--- config.mk ---
export PLATFORM = sky130hd
export DESIGN_NAME = led_matrix_frame_serializer
export DESIGN_NICKNAME = d
export VERILOG_FILES = /design/src/sv/lmfs_pkg.sv /design/src/sv/lmfs_ram.sv /design/src/sv/lmfs_frame_store.sv /design/src/sv/led_matrix_frame_serializer.sv
export VERILOG_INCLUDE_DIRS = /design/src /design/src/sv
export SDC_FILE = /design/constraint.sdc
export NUM_CORES = 1
export LEC_CHECK = 0
export BUFFER_PORTS_ARGS = -buffer_cell sky130_fd_sc_hd__clkbuf_2
export CAP_MARGIN = 30
export CORE_AREA = 4 4 192 194
export CTS_BUF_LIST = sky130_fd_sc_hd__clkbuf_2
export DETAILED_ROUTE_END_ITERATION = 6
export DIE_AREA = 0 0 196 198
export GPL_ROUTABILITY_DRIVEN = 0
export PLACE_DENSITY = 0.64
export SLEW_MARGIN = 20
export SYNTH_ARGS = -nofsm -noshare
export SYNTH_HDL_FRONTEND = slang
export SYNTH_SLANG_ARGS = --single-unit
--- constraint.sdc ---
create_clock -name i_clk -period 4.5 [get_ports i_clk]
set_input_delay 0.9 -clock i_clk [delete_from_list [all_inputs] [get_ports i_clk]]
set_output_delay 0.9 -clock i_clk [all_outputs]
set_load 0.01 [all_outputs]
--- src/sv/led_matrix_frame_serializer_assert.svh ---
`ifndef LED_MATRIX_FRAME_SERIALIZER_ASSERT_SVH
`define LED_MATRIX_FRAME_SERIALIZER_ASSERT_SVH

// Check a property on every clock edge outside reset.
`define LMFS_ASSERT(lbl, prop, msg) \
    lbl: assert property (@(posedge i_clk) disable iff (!i_rst_n) (prop)) \
        else $error(msg);

// Check that a cause is followed by an effect in the next cycle.
`define LMFS_ASSERT_NEXT(lbl, cause, effect, msg) \
    lbl: assert property (@(posedge i_clk) disable iff (!i_rst_n) \
        (cause) |=> (effect)) else $error(msg);

`endif

--- src/sv/lmfs_pkg.sv ---
package lmfs_pkg;

    typedef struct packed {
        logic [2:0] cmd;
        logic [5:0] pixel_x;
        logic [2:0] pixel_y;
        logic       pixel_value;
        logic       clear_after;
    } t_in_item;

    typedef struct packed {
        logic       kind;
        logic [3:0] reg_addr;
        logic [7:0] reg_data;
        logic       latch;
        logic       led_state;
        logic       last;
    } t_out_item;

    typedef struct packed {
        logic we;
        logic wipe;
    } t_store_ctl;

    localparam logic [2:0] CMD_INIT   = 3'd0;
    localparam logic [2:0] CMD_CLEAR  = 3'd1;
    localparam logic [2:0] CMD_SET    = 3'd2;
    localparam logic [2:0] CMD_TOGGLE = 3'd3;
    localparam logic [2:0] CMD_FLUSH  = 3'd4;

    localparam logic KIND_WORD  = 1'b0;
    localparam logic KIND_REPLY = 1'b1;

    localparam logic [3:0] REG_SHUTDOWN   = 4'hC;
    localparam logic [3:0] REG_SCANLIMIT  = 4'hB;
    localparam logic [7:0] DATA_NORMAL_OP = 8'h01;
    localparam logic [7:0] DATA_SCAN_ALL  = 8'h07;

    localparam logic [3:0] GROUPS_INIT  = 4'd2;
    localparam logic [3:0] GROUPS_CLEAR = 4'd9;
    localparam logic [3:0] GROUPS_FLUSH = 4'd8;

    localparam logic [2:0] CFG_MODULES_RESET = 3'd4;

endpackage

--- src/sv/lmfs_ram.sv ---
module lmfs_ram #(
    parameter int WIDTH = 8,
    parameter int DEPTH = 32,
    parameter int AW    = 5
) (
    input  logic             i_clk,
    input  logic             i_we,
    input  logic [AW-1:0]    i_wr_addr,
    input  logic [WIDTH-1:0] i_wr_data,
    input  logic [AW-1:0]    i_rd_addr,
    output logic [WIDTH-1:0] o_rd_data
);

    logic [WIDTH-1:0] r_mem [DEPTH];
    logic [WIDTH-1:0] r_rd_data;

    always_ff @(posedge i_clk) begin
        if (i_we) begin
            r_mem[i_wr_addr] <= i_wr_data;
        end
        r_rd_data <= r_mem[i_rd_addr];
    end

    assign o_rd_data = r_rd_data;

endmodule

--- src/sv/lmfs_frame_store.sv ---
`include "led_matrix_frame_serializer_assert.svh"

module lmfs_frame_store
    import lmfs_pkg::*;
#(
    parameter int MAX_MODULES = 4,
    parameter int AW          = 5
) (
    input  logic                 i_clk,
    input  logic                 i_rst_n,
    input  t_store_ctl           i_ctl,
    input  logic [2:0]           i_live,
    input  logic [AW-1:0]        i_rd_addr,
    output logic [7:0]           o_rd_data,
    input  logic [AW-1:0]        i_wr_addr,
    input  logic [7:0]           i_wr_data
);

    localparam int DEPTH = MAX_MODULES * 8;

    logic [DEPTH-1:0] r_vld;
    logic [DEPTH-1:0] n_vld;
    logic             r_rd_vld;
    logic             n_rd_vld;
    logic [7:0]       ram_data;

    lmfs_ram #(
        .WIDTH (8),
        .DEPTH (DEPTH),
        .AW    (AW)
    ) u_ram (
        .i_clk     (i_clk),
        .i_we      (i_ctl.we),
        .i_wr_addr (i_wr_addr),
        .i_wr_data (i_wr_data),
        .i_rd_addr (i_rd_addr),
        .o_rd_data (ram_data)
    );

    always_comb begin
        n_vld = r_vld;
        if (i_ctl.wipe) begin
            for (int i = 0; i < DEPTH; i++) begin
                if ((i >> 3) < int'(i_live)) begin
                    n_vld[i] = 1'b0;
                end
            end
        end else if (i_ctl.we) begin
            n_vld[i_wr_addr] = 1'b1;
        end
        n_rd_vld = (int'(i_rd_addr) < DEPTH) ? r_vld[i_rd_addr] : 1'b0;
    end

    always_ff @(posedge i_clk) begin
        if (!i_rst_n) begin
            r_vld    <= '0;
            r_rd_vld <= 1'b0;
        end else begin
            r_vld    <= n_vld;
            r_rd_vld <= n_rd_vld;
        end
    end

    // never-written rows read as blank
    assign o_rd_data = r_rd_vld ? ram_data : 8'h00;

    `LMFS_ASSERT(a_wr_in_range, i_ctl.we |-> int'(i_wr_addr) < DEPTH, "write beyond frame")
    `LMFS_ASSERT(a_wr_wipe_apart, !(i_ctl.we && i_ctl.wipe), "write during wipe")
    `LMFS_ASSERT_NEXT(a_vld_after_wr, i_ctl.we, r_vld[$past(i_wr_addr)], "row not marked")

endmodule

--- src/sv/led_matrix_frame_serializer.sv ---
// Frame serializer for a daisy chain of 8x8 LED matrix driver modules.
// Input channel: i_in_valid / o_in_stall with an item in i_in_data. Output
// channel: o_out_valid / i_out_stall with a word in o_out_data. A transfer
// happens on an edge with valid high and stall low.
// One item is processed at a time; o_in_stall is high while it runs.
// Set pixel reads the row, then writes it back. Toggle does the same, then
// emits a reply with the new LED state. Init, clear and flush emit 2, 9
// and 8 groups of n words (n = modules in use), one word per cycle while
// the output is not stalled. Flush rows come from the frame memory, read
// ahead of the word through its registered read port.
// The output register lets the last word wait while the next item is
// taken. A stall on the output holds the current word and pauses the
// sequence; nothing is dropped.
// Reset clears control state, sets the module count to 4 and marks every
// frame row blank at once; no clearing pass is needed.
// Write the module count through i_cfg_we / i_cfg_wdata only while idle.
`include "led_matrix_frame_serializer_assert.svh"

module led_matrix_frame_serializer
    import lmfs_pkg::*;
#(
    parameter int MAX_MODULES = 4
) (
    input  logic       i_clk,
    input  logic       i_rst_n,
    input  logic       i_in_valid,
    output logic       o_in_stall,
    input  t_in_item   i_in_data,
    output logic       o_out_valid,
    input  logic       i_out_stall,
    output t_out_item  o_out_data,
    input  logic       i_cfg_we,
    input  logic [2:0] i_cfg_wdata
);

    localparam int MODW = (MAX_MODULES > 1) ? $clog2(MAX_MODULES) : 1;
    localparam int AW   = MODW + 3;

    typedef enum logic [1:0] {
        S_IDLE,
        S_MOD,
        S_REPLY,
        S_RUN
    } t_state;

    t_state          r_state, n_state;
    logic [2:0]      r_cfg;
    logic [2:0]      r_cmd, n_cmd;
    logic            r_clr, n_clr;
    logic            r_val, n_val;
    logic [2:0]      r_col, n_col;
    logic            r_inside, n_inside;
    logic            r_led, n_led;
    logic [MODW-1:0] r_mod, n_mod;
    logic [3:0]      r_row, n_row;
    logic [3:0]      r_groups, n_groups;
    t_out_item       r_out, n_out;
    logic            r_out_vld, n_out_vld;

    logic [2:0]      live;
    logic            out_free;
    logic            mod_last;
    logic            grp_last;
    logic [7:0]      rd_data;
    logic [7:0]      new_byte;
    logic [2:0]      bit_pos;
    t_store_ctl      ctl;

    always_comb begin
        live = r_cfg;
        if (live == 3'd0) begin
            live = 3'd1;
        end
        if (live > 3'(MAX_MODULES)) begin
            live = 3'(MAX_MODULES);
        end
    end

    assign out_free = !r_out_vld || !i_out_stall;
    assign mod_last = (3'(r_mod) == live - 3'd1);
    assign grp_last = (r_row == r_groups - 4'd1);
    assign bit_pos  = 3'd7 - r_col;

    always_comb begin
        new_byte = rd_data;
        if (r_cmd == CMD_TOGGLE) begin
            new_byte[bit_pos] = ~rd_data[bit_pos];
        end else begin
            new_byte[bit_pos] = r_val;
        end
    end

    always_comb begin
        n_state   = r_state;
        n_cmd     = r_cmd;
        n_clr     = r_clr;
        n_val     = r_val;
        n_col     = r_col;
        n_inside  = r_inside;
        n_led     = r_led;
        n_mod     = r_mod;
        n_row     = r_row;
        n_groups  = r_groups;
        n_out     = r_out;
        n_out_vld = r_out_vld && i_out_stall;
        ctl       = '0;

        case (r_state)
            S_IDLE: begin
                if (i_in_valid) begin
                    n_cmd    = i_in_data.cmd;
                    n_clr    = i_in_data.clear_after;
                    n_val    = i_in_data.pixel_value;
                    n_col    = i_in_data.pixel_x[2:0];
                    n_inside = (i_in_data.pixel_x[5:3] < live);
                    n_mod    = '0;
                    n_row    = 4'd0;
                    case (i_in_data.cmd)
                        CMD_INIT: begin
                            n_groups = GROUPS_INIT;
                            n_state  = S_RUN;
                        end
                        CMD_CLEAR: begin
                            n_groups = GROUPS_CLEAR;
                            n_state  = S_RUN;
                            ctl.wipe = 1'b1;
                        end
                        CMD_FLUSH: begin
                            n_groups = GROUPS_FLUSH;
                            n_state  = S_RUN;
                        end
                        CMD_SET, CMD_TOGGLE: begin
                            n_mod   = MODW'(i_in_data.pixel_x[5:3]);
                            n_row   = {1'b0, i_in_data.pixel_y};
                            n_state = S_MOD;
                        end
                        default: begin
                            n_state = S_IDLE;
                        end
                    endcase
                end
            end
            S_MOD: begin
                ctl.we = r_inside;
                n_led  = r_inside && new_byte[bit_pos];
                if (r_cmd == CMD_TOGGLE) begin
                    n_state = S_REPLY;
                end else begin
                    n_state = S_IDLE;
                end
            end
            S_REPLY: begin
                if (out_free) begin
                    n_out.kind      = KIND_REPLY;
                    n_out.reg_addr  = 4'd0;
                    n_out.reg_data  = 8'd0;
                    n_out.latch     = 1'b0;
                    n_out.led_state = r_led;
                    n_out.last      = 1'b1;
                    n_out_vld       = 1'b1;
                    n_state         = S_IDLE;
                end
            end
            S_RUN: begin
                if (out_free) begin
                    n_out.kind      = KIND_WORD;
                    n_out.latch     = mod_last;
                    n_out.led_state = 1'b0;
                    n_out.last      = mod_last && grp_last;
                    case (r_cmd)
                        CMD_INIT: begin
                            n_out.reg_addr = (r_row == 4'd0) ? REG_SHUTDOWN : REG_SCANLIMIT;
                            n_out.reg_data = (r_row == 4'd0) ? DATA_NORMAL_OP : DATA_SCAN_ALL;
                        end
                        CMD_FLUSH: begin
                            n_out.reg_addr = r_row + 4'd1;
                            n_out.reg_data = rd_data;
                        end
                        default: begin
                            n_out.reg_addr = r_row;
                            n_out.reg_data = 8'd0;
                        end
                    endcase
                    n_out_vld = 1'b1;
                    if (mod_last && grp_last) begin
                        n_state  = S_IDLE;
                        ctl.wipe = (r_cmd == CMD_FLUSH) && r_clr;
                    end else if (mod_last) begin
                        n_mod = '0;
                        n_row = r_row + 4'd1;
                    end else begin
                        n_mod = r_mod + MODW'(1);
                    end
                end
            end
            default: begin
                n_state = S_IDLE;
            end
        endcase
    end

    always_ff @(posedge i_clk) begin
        if (!i_rst_n) begin
            r_state   <= S_IDLE;
            r_cfg     <= CFG_MODULES_RESET;
            r_out_vld <= 1'b0;
            r_mod     <= '0;
            r_row     <= 4'd0;
            r_groups  <= 4'd0;
            r_cmd     <= CMD_INIT;
        end else begin
            r_state   <= n_state;
            r_out_vld <= n_out_vld;
            r_mod     <= n_mod;
            r_row     <= n_row;
            r_groups  <= n_groups;
            r_cmd     <= n_cmd;
            if (i_cfg_we) begin
                r_cfg <= i_cfg_wdata;
            end
        end
        r_clr    <= n_clr;
        r_val    <= n_val;
        r_col    <= n_col;
        r_inside <= n_inside;
        r_led    <= n_led;
        r_out    <= n_out;
    end

    lmfs_frame_store #(
        .MAX_MODULES (MAX_MODULES),
        .AW          (AW)
    ) u_store (
        .i_clk     (i_clk),
        .i_rst_n   (i_rst_n),
        .i_ctl     (ctl),
        .i_live    (live),
        .i_rd_addr ({n_mod, n_row[2:0]}),
        .o_rd_data (rd_data),
        .i_wr_addr ({r_mod, r_row[2:0]}),
        .i_wr_data (new_byte)
    );

    assign o_in_stall  = (r_state != S_IDLE);
    assign o_out_valid = r_out_vld;
    assign o_out_data  = r_out;

    `LMFS_ASSERT_NEXT(a_mod_once, r_state == S_MOD, r_state != S_MOD, "row written twice")
    `LMFS_ASSERT(a_run_bound, r_state == S_RUN |-> r_row < r_groups, "group count overrun")
    `LMFS_ASSERT(a_last_latch, r_out_vld && r_out.last && !r_out.kind |-> r_out.latch, "open group")

endmodule
==> flow_summary.toml <==
[outcome]
status = "complete, no violations"

[drt]
via_count = 8338
routedWlPerCell_um = 21.04
dr.pass1.iters = 5
vias_per_cell = 5.464
ant_nets = 0
drtIter0Drc = 713
drcViolationCount = 0
totalWireLength_um = 32100

[critical_path]
cp-end-kind = "flip-flop"
path_cells = "nor2b_1, nor2_1, inv_1, ha_1, xnor2_1, or2_1, a211oi_4, a211oi_2, and3b_4, buf_12, mux4_2, o22ai_1, nor4_1"
cp_max_fo = 24
worstSetupPathType = "flip-flop to flip-flop"
startpoint_type = "flip-flop"
crit_slowest_cell = "and3b_4"
cp_data_arrival_time_ns = 4.96
worstPathRequired_ns = 5.29
max_stage_delay_ns = 0.72

[floorplan]
initial_core_util_pct = 39.40
die_y_um = 198
fp-row-count = 69
core-area_sq_mm = 0.03522
top_level_ports = 40
die_x_um = 196
die_area_sq_mm = 0.03881

[synthesis]
syn-cell-area_sq_mm = 0.01388
synthCells = 890
yosysTopAreaCellShare_pct = 60.36
ys_types = 67
yosys_register_bits = 338
synth_edf_count = 279
dominantRegCellSynth = "edfxtp_1"
ys_warn_count = 0
yosysSeqAreaShare_pct = 68.87
synth_top_area_cell = "edfxtp_1"
async_reset_ff_share_pct = 0
synth_nets = 928
synth_area_per_cell_sq_um = 15.60
yosys-top-cells-area = "edfxtp_1 60%, mux4_2 9.2%, dfxtp_1 8.5%"

[grt]
grt_use_total_pct = 16.73
overflow = 0
antenna_found_initial = 1
grt_pass1_wl_um = 50180
grt_pass1_vias = 8343
grt_max_degree = 33

[sta]
worst_pin_slew_ns = 1.002
rsz0062_at_grt = "false"
maxSlewHeadroom_pct = 32.96
setup_tns_ns = 0
period_share_pct = 92.72
hold_violations = 0
fin_skew_ns = 0.1086
slew_viol_final = 0
setup_viol = 0
max_freq_mhz = 239.7
post-route-min-period_ns = 4.172

[clock_tree]
htreeDepth = 3
cts_buffers = 82
cts_tree = "built"
cts_max_path_buffers = 3
clk_pin_slew_ns = 0.10
clk_latency_ns = 0.93
ctsHoldBuffers = 0
post_cts_buffers = 0
cts_resized = 0
clkSinkCount = 338
cts_root_buf = "clkbuf_2"

[power_and_ir_drop]
p_clk_share_pct = 32.0
internal_power_mw = 4.601
seqPwrFrac_pct = 56.6
ir_drop_mv = 0.2005
power.share.switching_pct = 28.12
power.combinational.fraction_pct = 11.3
p_sw_mw = 1.800
leakage_nw = 5.301
power.density_mw_per_mm2 = 411.7

[final_layout]
fin_cells = 1526
drive_above_1_share_pct = 25.66
syn_to_final_growth_pct = 12.03
final_cell_mix = "279 x edfxtp_1, 150 x clkbuf_2, 87 x nor2_1"
final_nets = 1039
final_common_cell = "edfxtp_1"

[place]
port_buffers = 39
dp.cells = 1376
dpl.hpwl_um = 21010

[job]
max_cap_violations = 0

[hold_path]
min_path_type = "primary input to flip-flop"
## critical path, delay by kind of cell, from the launching register on
| kind | cells | cell delay, ns |
|---|---|---|
| compound gates | 3 | 0.90 |
| xor+xnor | 1 | 0.14 |
| mux | 1 | 0.56 |
| flops | 1 | 0.34 |
| buf+inv | 2 | 0.38 |
| fa+ha+maj | 1 | 0.31 |
| simple gates | 5 | 1.44 |
## power groups by stage
stage                     Combinational (mW)  Sequential (mW)  Clock [mW]
after floorplan                        0.460             3.66           0
after global placement                 0.711             3.70           0
after detailed placement               0.729             3.70           0
after CTS                              0.732             3.62        2.12
after global routing                   0.794             3.63        2.29
final                                  0.725             3.63        2.05
## flip-flops by register name, indices dropped and copies added (netlist names)
register / flops
r_cfg: 3
r_state: 2
r_col: 3
o_out_data: 16
r_mod: 2
r_led: 1
r_inside: 1
r_clr: 1
u_store.u_ram.o_rd_data: 8
r_val: 1
r_cmd: 3
u_store.u_ram.r_mem: 256
o_out_valid: 1
u_store.r_vld: 32
r_row: 4
r_groups: 3
u_store.r_rd_vld: 1
## layout make-up
class                   instances  area, sq um
diodes                          1        2.502
clock buffers                 111        555.5
clock inverters                36        215.2
fillers                      3144        19680
inverters                      17        63.81
multi-input cells             494         4109
flip-flops and latches        338         9559
well taps                     461        576.8
repair buffers                 68        466.7
## layer usage
| layer | vias to the layer above | wire, um | global-route usage (%) |
|---|---|---|---|
| li1 | 3784 | - | - |
| met1 | 4163 | 13980 | 23.42 |
| met2 | 346 | 15240 | 26.37 |
| met3 | 45 | 2322 | 3.845 |
| met4 | 0 | 561 | 5.094 |
| met5 | - | 0 | 0 |
## worst paths after layout
path / end / cells after the start / start / slack (ns)
setup / recovery: u_store.u_ram.o_rd_data[7] / 13 / r_cfg[1] / 0.33
hold / removal: r_col[0] / 1 / i_in_data[5] / 0.19
setup reg to reg: u_store.u_ram.o_rd_data[7] / 13 / r_cfg[1] / 0.33
hold reg to reg: u_store.r_vld[3] / 1 / u_store.r_vld[3] / 0.47
## through the flow
stage	hold WS [ns]	cell area, sq um	util [%]	setup slack (ns)	total power, mW
2_1_floorplan	0.4285	13880	-	0.8469	4.117
3_3_place_gp	0.4433	14750	41.87	0.3306	4.408
3_5_place_dp	0.4521	14760	41.90	0.2951	4.424
4_1_cts	0.1100	15530	44.09	0.3527	6.472
5_1_grt	0.1188	15550	44.14	0.05423	6.717
6_report	0.1933	15550	44.14	0.3275	6.401
## synth_stat cells, types with 5 or more instances
cell / number
ha_1: 16
o21a_1: 8
o22ai_1: 24
mux2i_1: 6
inv_1: 15
clkbuf_1: 20
nor3_1: 21
and2_1: 13
nor4_1: 8
or2_2: 5
dfxtp_1: 59
nand3_1: 21
o211ai_1: 5
a22oi_1: 8
mux4_2: 57
nand3b_1: 5
a31oi_1: 11
edfxtp_1: 279
o21ai_0: 13
nor2b_1: 7
nand2b_1: 10
nand2_1: 50
buf_2: 11
a21oi_1: 43
mux4_1: 8
nor2_1: 87
## logic make-up (layout without fill, tap and decap cells)
| kind of cell | Yosys count | count (layout) | synth area share [%] |
|---|---|---|---|
| AOI/OAI and AO/OA | 154 | 154 | 7.437 |
| and+or+nand+nor | 244 | 244 | 8.339 |
| buffers and inverters | 58 | 232 | 2.073 |
| xor gates and xnor gates | 5 | 5 | 0.3156 |
| other | 0 | 1 | 0 |
| DFF | 338 | 338 | 68.87 |
| muxes | 75 | 75 | 11.52 |
| adders and majority gates | 16 | 16 | 1.442 |
No activity file was read; power rests on OpenSTA's default activity.
